`src/rtl/core/pse_pkg.sv`:
```
// ----------------------------------------------------------------------------
// pse_pkg
// shared types and constants of the postfix stack evaluator
// ----------------------------------------------------------------------------
package pse_pkg;

    localparam int unsigned DEPTH    = 32;
    localparam int unsigned AW       = $clog2(DEPTH);
    localparam int unsigned CW       = 6;

    localparam logic [7:0] SYM_END   = 8'd35;
    localparam logic [7:0] SYM_ADD   = 8'd43;
    localparam logic [7:0] SYM_SUB   = 8'd45;
    localparam logic [7:0] SYM_MUL   = 8'd42;
    localparam logic [7:0] SYM_DIV   = 8'd47;
    localparam logic [7:0] SYM_REM   = 8'd37;
    localparam logic [7:0] DIGIT_BASE = 8'd48;
    localparam logic [CW-1:0] CAPACITY_RESET = 6'd20;

    localparam logic [2:0] ST_OK      = 3'd0;
    localparam logic [2:0] ST_FULL    = 3'd1;
    localparam logic [2:0] ST_EMPTY   = 3'd2;
    localparam logic [2:0] ST_DIVZERO = 3'd3;
    localparam logic [2:0] ST_LEFT    = 3'd4;
    localparam logic [2:0] ST_FINAL   = 3'd5;

    // controller to datapath
    typedef struct packed {
        logic load_sym;  // capture symbol, decode
        logic rd_b;      // read top entry
        logic rd_a;      // read second entry
        logic rd_bot;    // read entry 0
        logic alu_go;    // latch operands, start arithmetic
        logic div_step;  // one divider iteration
        logic push_res;  // write alu result, report
        logic push_dig;  // write digit, report
        logic rep_err;   // report error
        logic chk_b;     // error found after popping the top entry
        logic rep_end;   // report end marker
    } pse_cmd_t;

    // datapath to controller
    typedef struct packed {
        logic is_end;
        logic is_op;
        logic is_divop;
        logic halted;
        logic empty;      // count == 0
        logic one_left;   // count == 1
        logic full;       // count >= effective capacity
        logic b_zero;     // read data is zero
        logic div_done;
        logic out_busy;   // result register still holds a result
    } pse_stat_t;

endpackage

```
`src/rtl/core/postfix_stack_evaluator_core.sv`:
```
// ----------------------------------------------------------------------------
// postfix_stack_evaluator_core
// postfix evaluator on a 32-bit integer stack, one symbol per transfer
// ----------------------------------------------------------------------------
// Each accepted symbol gives one result transfer. A digit push or an error
// found at decode is reported from decode, an error found after popping the
// right operand from the operand check, '#' from the end state, and '+' '-'
// '*' '/' '%' from the push state, '/' '%' after the 32-iteration restoring
// divider; the stack is a 32-entry memory with one registered read port,
// read once per popped operand. The next symbol is taken once the previous
// one has finished; a pending result holds the controller until it is taken.
module postfix_stack_evaluator_core (
    input  logic               aclk,
    input  logic               aresetn,
    input  logic               cfg_we,
    input  logic [5:0]         cfg_data,
    input  logic               s_valid,
    output logic               s_ready,
    input  logic [7:0]         s_symbol,
    output logic               m_valid,
    input  logic               m_ready,
    output logic [2:0]         m_status,
    output logic signed [31:0] m_top_value,
    output logic [5:0]         m_left_count,
    output logic               m_last
);
    import pse_pkg::*;

    pse_cmd_t  cmd;
    pse_stat_t stat;

    pse_ctrl u_ctrl (
        .aclk(aclk), .aresetn(aresetn), .s_valid(s_valid), .s_ready(s_ready),
        .cmd(cmd), .stat(stat)
    );

    pse_datapath u_dp (
        .aclk(aclk), .aresetn(aresetn), .cfg_we(cfg_we), .cfg_data(cfg_data),
        .s_symbol(s_symbol), .cmd(cmd), .stat(stat), .m_valid(m_valid),
        .m_ready(m_ready), .m_status(m_status), .m_top_value(m_top_value),
        .m_left_count(m_left_count), .m_last(m_last)
    );
endmodule

```
`src/rtl/core/pse_datapath.sv`:
```
// ----------------------------------------------------------------------------
// pse_datapath
// stack memory, entry count, error latch, alu with iterative divider, result
// register
// ----------------------------------------------------------------------------
module pse_datapath (
    input  logic                    aclk,
    input  logic                    aresetn,
    input  logic                    cfg_we,
    input  logic [5:0]              cfg_data,
    input  logic [7:0]              s_symbol,
    input  pse_pkg::pse_cmd_t       cmd,
    output pse_pkg::pse_stat_t      stat,
    output logic                    m_valid,
    input  logic                    m_ready,
    output logic [2:0]              m_status,
    output logic signed [31:0]      m_top_value,
    output logic [5:0]              m_left_count,
    output logic                    m_last
);
    import pse_pkg::*;

    logic [31:0]   mem [DEPTH];
    logic [31:0]   rdata_reg;
    logic [CW-1:0] cap_reg;
    logic [CW-1:0] cnt_reg;
    logic [1:0]    err_reg;
    logic [7:0]    sym_reg;
    logic [31:0]   b_reg, res_reg;
    logic [31:0]   dvd_reg, rem_reg;
    logic [5:0]    dcnt_reg;
    logic          neg_q_reg, neg_r_reg;
    logic          out_v_reg;
    logic [2:0]    o_st_reg;
    logic [31:0]   o_val_reg;
    logic [5:0]    o_left_reg;
    logic          o_last_reg;
    logic [AW-1:0] rd_addr;
    logic [CW-1:0] eff_cap;
    logic [32:0]   trial;
    logic [31:0]   mag_b;
    logic [31:0]   dig_val;

    assign eff_cap = (cap_reg < CW'(DEPTH)) ? cap_reg : CW'(DEPTH);
    assign mag_b   = b_reg[31] ? (32'd0 - b_reg) : b_reg;
    assign trial   = {rem_reg, dvd_reg[31]} - {1'b0, mag_b};
    assign dig_val = {24'd0, sym_reg} - {24'd0, DIGIT_BASE};

    always_comb begin
        rd_addr = AW'(cnt_reg - 6'd1);
        if (cmd.rd_bot) rd_addr = '0;
    end

    always_ff @(posedge aclk) begin
        if (cmd.rd_b || cmd.rd_a || cmd.rd_bot) rdata_reg <= mem[rd_addr];
        if (cmd.push_res) mem[AW'(cnt_reg)] <= res_reg;
        else if (cmd.push_dig) mem[AW'(cnt_reg)] <= dig_val;
    end

    assign stat.is_end   = (sym_reg == SYM_END);
    assign stat.is_op    = (sym_reg == SYM_ADD) || (sym_reg == SYM_SUB) ||
                           (sym_reg == SYM_MUL) || (sym_reg == SYM_DIV) ||
                           (sym_reg == SYM_REM);
    assign stat.is_divop = (sym_reg == SYM_DIV) || (sym_reg == SYM_REM);
    assign stat.halted   = (err_reg != 2'd0);
    assign stat.empty    = (cnt_reg == 6'd0);
    assign stat.one_left = (cnt_reg == 6'd1);
    assign stat.full     = (cnt_reg >= eff_cap);
    assign stat.b_zero   = (rdata_reg == 32'd0);
    assign stat.div_done = (dcnt_reg == 6'd0);
    assign stat.out_busy = out_v_reg;

    always_ff @(posedge aclk) begin
        if (!aresetn) begin
            cap_reg   <= CAPACITY_RESET;
            cnt_reg   <= '0;
            err_reg   <= '0;
            out_v_reg <= 1'b0;
            dcnt_reg  <= '0;
        end else begin
            if (cfg_we) cap_reg <= cfg_data;
            if (out_v_reg && m_ready) out_v_reg <= 1'b0;
            if (cmd.load_sym) sym_reg <= s_symbol;
            if (cmd.rd_b) cnt_reg <= cnt_reg - 6'd1;
            if (cmd.rd_a) begin
                cnt_reg <= cnt_reg - 6'd1;
                b_reg   <= rdata_reg;
            end
            if (cmd.alu_go) begin
                neg_q_reg <= rdata_reg[31] ^ b_reg[31];
                neg_r_reg <= rdata_reg[31];
                dvd_reg   <= rdata_reg[31] ? (32'd0 - rdata_reg) : rdata_reg;
                rem_reg   <= '0;
                dcnt_reg  <= stat.is_divop ? 6'd32 : 6'd0;
                case (sym_reg)
                    SYM_ADD: res_reg <= rdata_reg + b_reg;
                    SYM_SUB: res_reg <= rdata_reg - b_reg;
                    SYM_MUL: res_reg <= rdata_reg * b_reg;
                    default: res_reg <= '0;
                endcase
            end
            if (cmd.div_step) begin
                dcnt_reg <= dcnt_reg - 6'd1;
                if (!trial[32]) begin
                    rem_reg <= trial[31:0];
                    dvd_reg <= {dvd_reg[30:0], 1'b1};
                end else begin
                    rem_reg <= {rem_reg[30:0], dvd_reg[31]};
                    dvd_reg <= {dvd_reg[30:0], 1'b0};
                end
                if (dcnt_reg == 6'd1) begin
                    if (sym_reg == SYM_DIV) begin
                        res_reg <= neg_q_reg ? (32'd0 - {dvd_reg[30:0], ~trial[32]})
                                             : {dvd_reg[30:0], ~trial[32]};
                    end else begin
                        res_reg <= trial[32]
                            ? (neg_r_reg ? 32'd0 - {rem_reg[30:0], dvd_reg[31]}
                                         : {rem_reg[30:0], dvd_reg[31]})
                            : (neg_r_reg ? 32'd0 - trial[31:0] : trial[31:0]);
                    end
                end
            end
            if (cmd.push_res) begin
                cnt_reg    <= cnt_reg + 6'd1;
                out_v_reg  <= 1'b1;
                o_st_reg   <= ST_OK;
                o_val_reg  <= res_reg;
                o_left_reg <= '0;
                o_last_reg <= 1'b0;
            end
            if (cmd.push_dig) begin
                cnt_reg    <= cnt_reg + 6'd1;
                out_v_reg  <= 1'b1;
                o_st_reg   <= ST_OK;
                o_val_reg  <= dig_val;
                o_left_reg <= '0;
                o_last_reg <= 1'b0;
            end
            if (cmd.rep_err) begin
                logic [1:0] e;
                e = err_reg;
                if (!stat.halted) begin
                    if (!stat.is_op) e = ST_FULL[1:0];
                    else if (cmd.chk_b && stat.is_divop && stat.b_zero)
                        e = ST_DIVZERO[1:0];
                    else e = ST_EMPTY[1:0];
                end
                err_reg    <= e;
                out_v_reg  <= 1'b1;
                o_st_reg   <= {1'b0, e};
                o_val_reg  <= '0;
                o_left_reg <= '0;
                o_last_reg <= 1'b0;
            end
            if (cmd.rep_end) begin
                out_v_reg  <= 1'b1;
                o_last_reg <= 1'b1;
                o_val_reg  <= '0;
                o_left_reg <= '0;
                if (stat.halted) o_st_reg <= {1'b0, err_reg};
                else if (stat.one_left) begin
                    o_st_reg  <= ST_FINAL;
                    o_val_reg <= rdata_reg;
                end else begin
                    o_st_reg   <= ST_LEFT;
                    o_left_reg <= cnt_reg;
                end
                cnt_reg <= '0;
                err_reg <= '0;
            end
        end
    end

    assign m_valid      = out_v_reg;
    assign m_status     = o_st_reg;
    assign m_top_value  = o_val_reg;
    assign m_left_count = o_left_reg;
    assign m_last       = o_last_reg;

    assert property (@(posedge aclk) disable iff (!aresetn)
        cmd.push_dig |-> !stat.full)
        else $error("digit push past capacity");
    assert property (@(posedge aclk) disable iff (!aresetn)
        (cmd.push_res || cmd.push_dig || cmd.rep_err || cmd.rep_end) |-> !out_v_reg)
        else $error("result overwritten");
    assert property (@(posedge aclk) disable iff (!aresetn)
        cmd.div_step |-> dcnt_reg != 6'd0)
        else $error("divider stepped past end");
endmodule

```
`src/rtl/core/pse_ctrl.sv`:
```
// ----------------------------------------------------------------------------
// pse_ctrl
// sequencer for one symbol: decode, stack reads, arithmetic, report
// ----------------------------------------------------------------------------
module pse_ctrl (
    input  logic                 aclk,
    input  logic                 aresetn,
    input  logic                 s_valid,
    output logic                 s_ready,
    output pse_pkg::pse_cmd_t    cmd,
    input  pse_pkg::pse_stat_t   stat
);
    import pse_pkg::*;

    typedef enum logic [8:0] {
        S_IDLE = 9'b000000001,
        S_DEC  = 9'b000000010,
        S_RDB  = 9'b000000100,
        S_CHKB = 9'b000001000,
        S_RDA  = 9'b000010000,
        S_ALU  = 9'b000100000,
        S_DIV  = 9'b001000000,
        S_PUSH = 9'b010000000,
        S_END  = 9'b100000000
    } state_t;

    state_t state_reg, state_next;

    assign s_ready = (state_reg == S_IDLE);

    always_comb begin
        cmd = '0;
        state_next = state_reg;
        case (state_reg)
            S_IDLE: begin
                if (s_valid) begin
                    cmd.load_sym = 1'b1;
                    state_next = S_DEC;
                end
            end
            S_DEC: begin
                if (stat.is_end) begin
                    cmd.rd_bot = 1'b1;
                    state_next = S_END;
                end else if (!stat.out_busy) begin
                    if (stat.halted || (stat.is_op && stat.empty) ||
                        (!stat.is_op && stat.full)) begin
                        cmd.rep_err = 1'b1;
                        state_next = S_IDLE;
                    end else if (stat.is_op) begin
                        cmd.rd_b = 1'b1;
                        state_next = S_CHKB;
                    end else begin
                        cmd.push_dig = 1'b1;
                        state_next = S_IDLE;
                    end
                end
            end
            S_CHKB: begin
                if ((stat.is_divop && stat.b_zero) || stat.empty) begin
                    cmd.rep_err = 1'b1;
                    cmd.chk_b = 1'b1;
                    state_next = S_IDLE;
                end else begin
                    cmd.rd_a = 1'b1;
                    state_next = S_RDA;
                end
            end
            S_RDA: begin
                cmd.alu_go = 1'b1;
                state_next = stat.is_divop ? S_DIV : S_PUSH;
            end
            S_DIV: begin
                cmd.div_step = 1'b1;
                if (stat.div_done) begin
                    cmd.div_step = 1'b0;
                    state_next = S_PUSH;
                end
            end
            S_PUSH: begin
                cmd.push_res = 1'b1;
                state_next = S_IDLE;
            end
            S_END: begin
                if (!stat.out_busy) begin
                    cmd.rep_end = 1'b1;
                    state_next = S_IDLE;
                end
            end
            S_RDB: state_next = S_IDLE;
            default: state_next = S_IDLE;
        endcase
    end

    always_ff @(posedge aclk) begin
        if (!aresetn) state_reg <= S_IDLE;
        else state_reg <= state_next;
    end
endmodule

```
`config.mk`:
```
export PLATFORM = sky130hd
export DESIGN_NAME = postfix_stack_evaluator_core
export DESIGN_NICKNAME = d
export VERILOG_FILES = /design/src/rtl/core/pse_pkg.sv /design/src/rtl/core/postfix_stack_evaluator_core.sv /design/src/rtl/core/pse_datapath.sv /design/src/rtl/core/pse_ctrl.sv
export SDC_FILE = /design/constraint.sdc
export NUM_CORES = 2
export LEC_CHECK = 0
export BUFFER_PORTS_ARGS = -buffer_cell sky130_fd_sc_hd__buf_2
export CELL_PAD_IN_SITES_DETAIL_PLACEMENT = 1
export CELL_PAD_IN_SITES_GLOBAL_PLACEMENT = 1
export CORE_ASPECT_RATIO = 1.25
export CORE_MARGIN = 2
export CORE_UTILIZATION = 38
export DETAILED_ROUTE_END_ITERATION = 8
export PLACE_DENSITY_LB_ADDON = 0.3
export SYNTH_ARGS = -nofsm -noshare
export SYNTH_HDL_FRONTEND = slang
export SYNTH_SLANG_ARGS = --single-unit
export TNS_END_PERCENT = 20
```
`constraint.sdc`:
```
create_clock -name aclk -period 23.6 [get_ports aclk]
set_clock_uncertainty 0.05 [all_clocks]
set_input_delay 1.18 -clock aclk [delete_from_list [all_inputs] [get_ports aclk]]
set_output_delay 1.18 -clock aclk [all_outputs]
set_load 0.005 [all_outputs]
```
== Word-level counts from Yosys, hierarchy flattened ==
Memory sizes are Yosys's and may differ from the RTL's. A register that Yosys moved wholly into a read port is not among the register bits.
Index checks and enable logic that the tools add are counted.
Storage, ports and cells
  bits in registers: 210
  latch bits: 0
  RAM bits: 1024
  memory bits (read-only): 0
  bits of input ports: 19
  output and inout bits: 44
  word-level logic and storage cells: 185
  memories: 1
Memories
  u_dp.mem: depth 32, bits a word 32, read ports 1, clocked after Yosys merged registers in 1, write ports 1, line pse_datapath.sv:23  | logic [31:0] mem [DEPTH];
Cells by class
  $add $sub $neg: 12
  $mul: 1
  div/mod/pow operators: 0
  $lt $le $gt $ge: 2
  eq/ne operators: 19
  shift operators: 0
  mux-type cells: 97
  bitwise operators: 4
  reduce and logical (&&, ||, !) cells: 32
Operator list (count)
  2-to-1 mux 32 bit: 22
  subtractor 1 x 32 -> 32 bit, first input constant: 5
  one-hot mux 32 bit (3 select lines): 1
  2-to-1 mux 6 bit: 14
  one-hot mux 9 bit (6 select lines): 1
  == test 8 x 6 -> 1 bit, second input constant: 6
  2-to-1 mux 9 bit: 5
  2-to-1 mux 1 bit: 38
  subtractor 33 x 32 -> 33 bit: 1
  adder 32 bit: 1
  logical NOT 32 bit: 1
  multiplier 32 x 32 -> 32 bit: 1
  subtractor 32 bit: 1
  2-to-1 mux 3 bit: 5
  == test 6 x 1 -> 1 bit, second input constant: 2
  logical NOT 6 bit: 2
  subtractor 6 x 1 -> 6 bit, second input constant: 2
  logical OR 1 bit: 10
  2-to-1 mux 2 bit: 5
  2-to-1 mux 5 bit: 2
  AND reduction 2 bit: 5
  == test 9 x 1 -> 1 bit, second input constant: 1
  == test 9 x 2 -> 1 bit, second input constant: 1
  == test 9 x 4 -> 1 bit, second input constant: 1
  other kinds (23): 34

== Logic depth before layout (Yosys ltp) ==
  depth in word-level cells: 16
  depth in mapped cells: 34
  gate-level depth less buffers: 30

== Modules after synthesis ==
Synthesis repeated with hierarchy kept, for this count alone.
Second synthesis, totals
  cell total of the unflattened synthesis: 5742
  area, all modules: 73669.4 um2
By module, submodules not included
  pse_datapath: instances 1, cells each 5669, area an instance 73038.8 um2, sequential area each 37536.0 um2
  pse_ctrl: instances 1, cells each 73, area an instance 630.6 um2, sequential area each 140.1 um2

== Worst setup path before layout ==
Ideal clock, no wire load.
  kind: reg2reg
  start point: register u_dp.b_reg[0]
  end point: register u_dp.res_reg[30], data pin
  library setup time: 0.268 ns
  data arrival time: 8.130 ns
  data required time: 23.282 ns
  setup slack: 15.153 ns
  cell stages (with the launch flop): 35
  buffers on the path: 4
  period minus slack after synthesis: 8.447 ns
  cells stage by stage: edfxtp_1 -> clkbuf_1 -> inv_1 -> ha_1 -> or3b_1 -> or3_4 -> or2_1 -> or3_4 -> or4b_4 -> or4_1 -> or3_1 -> or2_4 -> nand2_1 -> xor2_1 -> ha_1 -> clkbuf_1 -> and3_1 -> a221o_1 -> a21oi_1 -> o211ai_1 -> o221ai_1 -> xnor2_1 -> clkinv_1 -> clkbuf_1 -> buf_1 -> ha_1 -> nand2_1 -> or2_2 -> nand2b_1 -> or2_2 -> o21ai_0 -> xor2_1 -> o22ai_1 -> o311ai_0 -> a31oi_1
On the way
  word-level cells in the longest chain between the ends: 9
  elaborated cells on any way between the ends: 17
  classes of those cells: add/sub (6); mul (1); mux (9); bitwise (1)
RTL lines
  start, declared: line pse_datapath.sv:29  | logic [31:0] b_reg, res_reg;
  start signal, assigned: line pse_datapath.sv:87  | b_reg <= rdata_reg;
  subtractor 1 x 32 -> 32 bit: line pse_datapath.sv:45  | assign mag_b = b_reg[31] ? (32'd0 - b_reg) : b_reg;
  2-to-1 mux 32 bit: line pse_datapath.sv:45
  subtractor 33 x 32 -> 33 bit: line pse_datapath.sv:46  | assign trial = {rem_reg, dvd_reg[31]} - {1'b0, mag_b};
  subtractor 1 x 32 -> 32 bit or inverter 1 bit (tied branches): line pse_datapath.sv:119, pse_datapath.sv:113
  2-to-1 mux 32 bit or subtractor 1 x 32 -> 32 bit (tied branches): line pse_datapath.sv:119, pse_datapath.sv:113
  2-to-1 mux 32 bit (on tied branches): line pse_datapath.sv:117, pse_datapath.sv:113
  2-to-1 mux 32 bit: line pse_datapath.sv:112  | if (sym_reg == SYM_DIV) begin
  2-to-1 mux 32 bit: line pse_datapath.sv:111  | if (dcnt_reg == 6'd1) begin
  2-to-1 mux 32 bit *: line pse_datapath.sv:102  | if (cmd.div_step) begin
  end signal, assigned: line pse_datapath.sv:98  | SYM_MUL: res_reg <= rdata_reg * b_reg;
  end signal, assigned: line pse_datapath.sv:113  | res_reg <= neg_q_reg ? (32'd0 - {dvd_reg[30:0], ~trial[32]})
  end signal, assigned: line pse_datapath.sv:116  | res_reg <= trial[32]
  end, declared: line pse_datapath.sv:29
Mark *: on every way between the ends. The rest lies on a longest branch, timed or not.
A chain may end at the register's enable or synchronous reset.

== Final worst setup path ==
  start point: register u_dp.b_reg[1]
  end point: register u_dp.res_reg[30], data pin
The elaborated chain is that of the path after synthesis.

==> impl_metrics.tcl <==
set metrics [dict create \
    status "complete, no violations" \
    synthArstFlopShare 0 \
    synth_edf_count 1236 \
    cts_setup_buffers 0 \
    cts.clk_slew.worst_paths_ns 0.07 \
    clock_latency_ns 0.80 \
    p_per_area_nw_per_um2 64.70 \
    start_util 0.3823 \
    drt-initial-drc-count 4783 \
    htreeDepth 4 \
    layout_min_cycle_time_ns 9.260 \
    timing.final.crit_share 0.3924 \
    grt.total_usage 0.2541 \
    hold_path_class "flip-flop to flip-flop" \
    cts_hold_buf 0 \
    wl_per_cell_um 28.51 \
    critical_path_class "flip-flop to flip-flop" \
    antenna_found_initial 11 \
    cts_max_path_buffers 3 \
    clock_sinks 1264 \
    finalHoldViolations 0 \
    fin_tns_setup_ns 0 \
    rsz0062_at_grt "false" \
    placed_cell_area_um2 78620 \
    dp.cells 8805 \
    yosys.area.top_type "edfxtp_1" \
    regMostFlops "u_dp.mem" \
    ys_seq_elements 1264 \
    slowest_stage "or4b_4" \
    drive_above_1_share 0.09216 \
    synth_area_leaders "edfxtp_1 (49%), fa_1 (11%), nand2_1 (3.6%)" \
    clock_tree.root_cell "clkbuf_16" \
    yosysMostFrequentCell "edfxtp_1" \
    ys_warn_count 0 \
    core_area_um2 196700 \
    worstMarginPinSlew_ns 1.278 \
    finalInstanceArea_um2 82810 \
    relSlewSlack 0.1478 \
    rows 182 \
    grt_max_degree 188 \
    grt_pass1_vias 56350 \
    port_buffers 62 \
    slew_viol_final 0 \
    p_leak_uw 0.03035 \
    cts_tree "yes" \
    via_count 53720 \
    ir_drop_v 0.00006775 \
    io_pins 63 \
    synthFlopType "edfxtp_1" \
    cts_resized 0 \
    cap_violations 0 \
    start_kind "flip-flop" \
    area_delta_synth_final_pct 10.08 \
    critical_path.max_stage_delay_ns 0.55 \
    pre_cts_ws_ns 14.52 \
    gp_congestion 0.8763 \
    fin_ws_ns 14.34 \
    avgSynthCellArea_um2 11.61 \
    drc_errors 0 \
    drt-pass1-iter-count 5 \
    cts_buffers 130 \
    grt_pass1_wl_um 380700 \
    nNetsFinal 6998 \
    synth.distinct_cells 92 \
    critPathCaptureType "flip-flop" \
    setup_violations 0 \
    synth_top_area_frac 0.4934 \
    synth_nets 7116 \
    synth-seq-area-share 0.5009 \
    viasPerCell 5.945 \
    fillCellCount 20900 \
    fp.dieH_um 501.4 \
    cp.required_ns 24.13 \
    syn_area_um2 75220 \
    synthTopCellsByCount "edfxtp_1 (1236), nand2_1 (729), clkbuf_1 (440)" \
    final_cells 9036 \
    syn_inst 6479 \
    wl_um 257700 \
    fmax_mhz 108.0 \
    die_area_um2 201500 \
    ant_nets 0 \
    die_x_um 401.9 \
    path_max_fanout 32 \
    dp_hpwl_um 158300 \
    largest_reg_flops 1024 \
    arrival_ns 9.79 \
    grt_overflow 0 \
]
[metrics by stage]
step / power, uW / util / hold slack, ns
after floorplan: 3066 / - / 0.3900
after global placement: 3329 / 0.3996 / 0.4190
after detailed placement: 3345 / 0.3996 / 0.4167
after CTS: 5396 / 0.4208 / 0.4319
after global routing: 5519 / 0.4208 / 0.4680
final: 5358 / 0.4209 / 0.4253
[metal layers]
metal / part of all wire / GRT usage / wire length (um)
met1: 0.41 / 0.3322 / 105600
met2: 0.48 / 0.4257 / 123900
met3: 0.068 / 0.03929 / 17540
met4: 0.041 / 0.09526 / 10570
met5: 0.00018 / 0 / 47
[worst max-delay path, delay by kind of cell, from the launching register on]
| family | cells | cell delay (ns) |
|---|---|---|
| AO/OA/AOI/OAI | 6 | 1.60 |
| XOR/XNOR | 3 | 0.42 |
| adder cells (fa/ha/maj) | 3 | 0.94 |
| buffers and inverters | 4 | 0.80 |
| flip-flops | 1 | 0.36 |
| AND/OR/NAND/NOR | 15 | 4.86 |
[cells in the final DEF (no fill, tap or decap), drive strengths merged, types with 28 or more instances in the layout]
cell and count:
edfxtp 1236, nand2 729, o21ai 442, inv 432, fa 410, and2 317
or3 308, buf 222, ha 208, xor2 163, nor2 159, o211ai 158
a211oi 152, clkbuf 152, a31oi 150, xnor2 146, and3 143, a21oi 140
a21o 72, mux4 65, clkinv 60, o31ai 58, nor3 41, mux2 37
nand3 36, a22o 33, dfxtp 28, nor4 28
[cell families (layout without fill, tap and decap cells)]
family / count (synthesis) / in the layout / share of synthesized area
multiplexers: 116 / 116 / 0.02686
other: 0 / 4 / 0
AND/OR/NAND/NOR: 1894 / 1894 / 0.1287
XOR/XNOR: 309 / 309 / 0.03598
adder cells (fa/ha/maj): 618 / 618 / 0.1437
AO/OA/AOI/OAI: 1378 / 1378 / 0.1188
buffers and inverters: 900 / 877 / 0.04508
flip-flops: 1264 / 1264 / 0.5009
[final timing paths]
path	startpoint	end	slack, ns	depth (start not counted)
min	u_dp.cap_reg[2]	u_dp.cap_reg[2]	0.43	2
min reg2reg	u_dp.cap_reg[2]	u_dp.cap_reg[2]	0.43	2
max	u_dp.b_reg[1]	u_dp.res_reg[30]	14.34	31
max reg2reg	u_dp.b_reg[1]	u_dp.res_reg[30]	14.34	31
[where the power goes]
part,total (uW),internal [uW],switching [uW]
sequential,2520,2500,13.5
combinational,783,294,488
clock,2060,1130,930
[area by class of cell]
class,instances,area [um2],share of cell area
diodes,4,10.01,0.0001209
flip-flops and latches,1264,37680,0.4550
clock inverters,75,798.3,0.009640
multi-input cells,4315,34530,0.4170
inverters,428,1614,0.01949
well taps,2576,3223,0.03892
repair buffers,222,1574,0.01901
clock buffers,152,3378,0.04080
Power figures use the tool's default switching activity.
